`src/hw/rtl/nhpst_pkg.sv`:
```
// Shared types and constants for the neo-Hookean plane-strain tangent block.
// Used by every module under hw/rtl; depends on nothing.
package nhpst_pkg;

  localparam int unsigned FRAC_BITS_DEF = 28;
  localparam int unsigned IN_FRAC       = 28;
  localparam int unsigned NPROD         = 6;
  localparam int unsigned QDEPTH        = 4;
  localparam int unsigned LOG_ROUNDS    = 32;

  localparam logic [31:0]        LN2_Q32 = 32'd2977044472;
  localparam logic signed [31:0] ONE_Q   = 32'(1 << IN_FRAC);

  localparam int unsigned P_XX = 0;
  localparam int unsigned P_XY = 1;
  localparam int unsigned P_XS = 2;
  localparam int unsigned P_YY = 3;
  localparam int unsigned P_YS = 4;
  localparam int unsigned P_SS = 5;

  localparam logic [1:0] CFG_LAMBDA = 2'd0;
  localparam logic [1:0] CFG_MU     = 2'd1;

  typedef struct packed {
    logic                   bad;
    logic [4:0]             k;
    logic [30:0]            mant;
    logic [NPROD-1:0][63:0] prod;
  } nh_item_t;

  typedef struct packed {
    logic                   bad;
    logic signed [37:0]     ln;
    logic [NPROD-1:0][63:0] prod;
  } nh_ln_t;

  // First of the two products summed into the m-weighted term of entry e.
  // The second one is the same product, except in the last entry, where it
  // is the shear component squared.
  function automatic int unsigned s_index(input int unsigned e);
    int unsigned r;
    case (e)
      0: r = P_XX;
      1: r = P_SS;
      5: r = P_XY;
      default: r = e;
    endcase
    return r;
  endfunction

endpackage

```
`src/hw/rtl/nhpst_queue.sv`:
```
// Short queue between front end and logarithm; it pops whenever not empty.
// Depends on nhpst_pkg.
module nhpst_queue
  import nhpst_pkg::*;
(
  input  logic     clk,
  input  logic     rst_n,
  input  logic     wr_valid,
  input  nh_item_t wr_item,
  output logic     pop,
  output logic     rd_valid,
  output nh_item_t rd_item
);

  localparam int unsigned AW = $clog2(QDEPTH);
  localparam int unsigned CW = $clog2(QDEPTH + 1);

  nh_item_t      mem [QDEPTH];
  logic [AW-1:0] wr_ptr_r, rd_ptr_r;
  logic [CW-1:0] count_r, count_nxt;
  logic          rd_valid_r;
  nh_item_t      rd_item_r;

  assign pop = (count_r != '0);

  always_comb begin
    count_nxt = count_r;
    if (wr_valid && !pop) begin
      count_nxt = count_r + 1'b1;
    end else if (!wr_valid && pop) begin
      count_nxt = count_r - 1'b1;
    end
  end

  always_ff @(posedge clk) begin
    if (!rst_n) begin
      wr_ptr_r   <= '0;
      rd_ptr_r   <= '0;
      count_r    <= '0;
      rd_valid_r <= 1'b0;
    end else begin
      if (wr_valid) begin
        wr_ptr_r <= (wr_ptr_r == AW'(QDEPTH - 1)) ? '0 : wr_ptr_r + 1'b1;
      end
      if (pop) begin
        rd_ptr_r <= (rd_ptr_r == AW'(QDEPTH - 1)) ? '0 : rd_ptr_r + 1'b1;
      end
      count_r    <= count_nxt;
      rd_valid_r <= pop;
    end
  end

  always_ff @(posedge clk) begin
    if (wr_valid) begin
      mem[wr_ptr_r] <= wr_item;
    end
    if (pop) begin
      rd_item_r <= mem[rd_ptr_r];
    end
  end

  assign rd_valid = rd_valid_r;
  assign rd_item  = rd_item_r;

  a_count_bound: assert property (@(posedge clk) disable iff (!rst_n)
    count_r <= CW'(QDEPTH))
    else $error("queue count exceeds depth");

  a_pop_reads: assert property (@(posedge clk) disable iff (!rst_n)
    pop |=> rd_valid_r)
    else $error("pop did not produce a read beat");

  a_write_held: assert property (@(posedge clk) disable iff (!rst_n)
    wr_valid |=> (count_r != '0))
    else $error("written beat lost from queue");

endmodule

```
`config.mk`:
```
export PLATFORM = sky130hd
export DESIGN_NAME = nhpst_queue
export DESIGN_NICKNAME = d
export VERILOG_FILES = /design/src/hw/rtl/nhpst_pkg.sv /design/src/hw/rtl/nhpst_queue.sv
export SDC_FILE = /design/constraint.sdc
export NUM_CORES = 1
export LEC_CHECK = 0
export BUFFER_PORTS_ARGS = -buffer_cell sky130_fd_sc_hd__buf_2
export CAP_MARGIN = 5
export CORE_ASPECT_RATIO = 1.2
export CORE_MARGIN = 8
export CORE_UTILIZATION = 40
export DETAILED_ROUTE_END_ITERATION = 10
export GPL_TIMING_DRIVEN = 0
export PLACE_DENSITY = 0.71
export SLEW_MARGIN = 20
export SYNTH_ARGS = -nofsm -noshare
export SYNTH_HDL_FRONTEND = slang
export SYNTH_SLANG_ARGS = --single-unit
export TNS_END_PERCENT = 30
```
`constraint.sdc`:
```
create_clock -name clk -period 10.2 [get_ports clk]
set_input_delay 0.51 -clock clk [delete_from_list [all_inputs] [get_ports clk]]
set_output_delay 0.51 -clock clk [all_outputs]
set_load 0.02 [all_outputs]
```
==> reports/metrics.cfg <==
[pwr]
leakage_nw = 31.2
seq_power_share_pct = 47.0
p_int_mw = 17.4
pwr-share-comb_pct = 24.7
p_sw_mw = 7.55
switching_share_pct = 30.3
clkPwrFrac_pct = 28.3
p_per_area_mw_per_mm2 = 268
vdd_drop_max_v = 0.000240

[timing]
slew_headroom_pct = 26.2
tightest_slew_ns = 1.11
setup_tns_ns = 0
timing.final.crit_share_pct = 38.2
finalCriticalPeriod_ns = 3.90
setup_viol = 0
hold_violations = 0
finalWorstSetupSlack_ns = 6.30
fin_hold_ws_ns = 0.145
max_freq_mhz = 256
fin_skew_ns = 0.0458
maxSlewViolCount = 0
rsz0062_at_grt = false

[cells_and_area]
instances_no_fill = 6821
nets = 4613
design_area_mm2 = 0.0929
area_growth_pct = 25.8
fillers = 14000
drive_gt1_share_pct = 38.6

[worst_setup_path]
slowest_stage = nor3_2
slowest_delay_ns = 0.60
crit_top_cell = buf_16
cp.required_ns = 9.69
setup.worst_path.end_class = output port
crit_family = buffers and inverters
arrival_ns = 3.39
startpoint_type = flip-flop
crit_type = flip-flop to output port
crit_fanout = 83
cp.buffers_inverters = 4
cp_cell_sequence = nor3_2 > inv_8 > buf_16 > buf_16 > buf_2

[floorplan]
dieArea_mm2 = 0.199
fp-row-count = 172
die_h_um = 487
start_util_pct = 40.3
core-area_mm2 = 0.183
io_pins = 847
die_w_um = 408

[grt]
overflow = 0
grt_pass1_vias = 37300
antenna_found_initial = 60
grt_pass1_wl_mm = 263
grt_max_degree = 84
grt_usage_pct = 18.0

[clock_network]
cts_tree = yes
clk_pin_slew_worst_paths_ns = 0.06
cts.sinks = 2113
cts_buffer_depth = 3
root_buffer = clkbuf_16
post_cts_buffers = 0
htree_levels = 4
numCtsBuffers = 196
clk_latency_ns = 0.82

[status]
status = finished, final reports clean

[synth]
synth.distinct_cells = 22
yosys-top-cells-area = edfxtp_1 (86%), mux4_2 (13%), buf_6 (0.64%), buf_2 (0.30%), dfxtp_1 (0.22%)
syn_inst = 2665
synth_commonest_cells = edfxtp_1 (2105), mux4_2 (421), buf_2 (45)
async_flop_share_pct = 0
synth-seq-area-share_pct = 85.8
ys.flop_type = edfxtp_1
synth.avg_cell_area_um2 = 27.7
yosys.cell_count.top_type = edfxtp_1
ys_ff_latch = 2113
yosys.area.top_type = edfxtp_1
syn_area_mm2 = 0.0739
synth-edff-count = 2105
yosysTopAreaCellShare_pct = 85.6
synth_nets = 3095
ys_warn_count = 0

[placed_design]
hpwl_mm = 119
place_ws_ns = 7.06
dp.cells = 5999
port-buffer-count = 846
place_area_mm2 = 0.0824
gp_congestion = 0.763

[detailed_routing]
routed_wl_mm = 186
drtIter0Drc = 3107
viasPerCell = 5.16
post-route-drc-count = 0
first_pass_iters = 5
vias = 35200
ant_nets = 0
wire_per_inst_um = 27.3

[worst_hold_path]
holdCritPathClass = primary input to flip-flop

[job]
maxCapViolCount = 0

[final timing paths]
| kind | cells past startpoint | slack, ns | endpoint | start |
|---|---|---|---|---|
| max | 5 | 6.30 | pop | count_r[0]$_SDFFE_PN0P_ |
| max reg2reg | 8 | 7.24 | mem[2][132]$_DFFE_PP_ | wr_ptr_r[0]$_SDFFE_PN0P_ |
| min reg2reg | 2 | 0.49 | count_r[2]$_SDFFE_PN0P_ | count_r[2]$_SDFFE_PN0P_ |
| min | 3 | 0.14 | wr_ptr_r[1]$_SDFFE_PN0P_ | wr_valid |
[routing by layer]
metal	up-vias	global-route usage, %	part of all wire [%]
li1	14700	-	-
met5	-	0	0.14
met1	18200	22.1	37
met2	1909	29.1	48
met4	42	5.67	3.0
met3	313	7.65	12
[flip-flops by register name (all words and copies together), names as in the netlist]
name,count
rd_item,421
wr_ptr_r,2
count_r,3
rd_valid,1
rd_ptr_r,2
mem,1684
[logic make-up (layout without fill, tap and decap cells)]
| kind of cell | after synthesis | after routing | share of synthesized area (%) |
|---|---|---|---|
| AO/OA/AOI/OAI | 5 | 5 | 0.0441 |
| flip-flops | 2113 | 2113 | 85.8 |
| AND/OR/NAND/NOR | 17 | 17 | 0.139 |
| other | 0 | 46 | 0 |
| XOR/XNOR | 2 | 2 | 0.0237 |
| multiplexers | 425 | 425 | 12.9 |
| adder cells (fa/ha/maj) | 6 | 6 | 0.102 |
| buffers and inverters | 97 | 1771 | 0.996 |
[placed cells by master, fill, tap and decap left out, types with 20 or more instances in the layout]
cell type / n
edfxtp_1: 2105
diode_2: 46
mux4_2: 421
buf_2: 891
dlygate4sd3_1: 422
buf_6: 42
clkbuf_1: 58
clkinv_2: 24
clkinv_1: 38
buf_16: 32
buf_12: 20
clkbuf_16: 199
[tightest hold or removal path, cell delays in order]
cell     delay [ns]
buf_2          0.16
mux2i_1        0.15
nor2b_1        0.06
[power groups by stage]
stage          sequential [mW]  clock [mW]  combinational [mW]
6_report                  11.7        7.07                6.16
5_1_grt                   11.8        7.53                6.53
4_1_cts                   11.7        7.19                6.28
2_1_floorplan             13.3           0                2.33
3_3_place_gp              12.0           0                5.11
3_5_place_dp              11.9           0                6.10
[repair_timing]
action                    4_1_cts  5_1_grt
hold buffers                  422        0
resized for setup               0        0
hold endpoints to repair     1692        0
[metrics by stage]
stage / power [mW] / util, %
2_1_floorplan: 15.7 / -
3_3_place_gp: 17.1 / 44.3
5_1_grt: 25.9 / 50.7
4_1_cts: 25.2 / 50.6
3_5_place_dp: 18.0 / 45.0
6_report: 24.9 / 50.7
[final cells by class]
type / instances / area (µm²) / area share [%]
antenna: 46 / 115 / 0.124
timing repair buffer: 1320 / 9740 / 10.5
multi-input combinational: 455 / 9760 / 10.5
buffer: 94 / 724 / 0.779
clock inverter: 104 / 1000 / 1.08
clock buffer: 250 / 5170 / 5.56
inverter: 3 / 18.8 / 0.0202
sequential: 2113 / 63400 / 68.2
tap: 2436 / 3050 / 3.28
No activity file was read; power rests on OpenSTA's default activity.
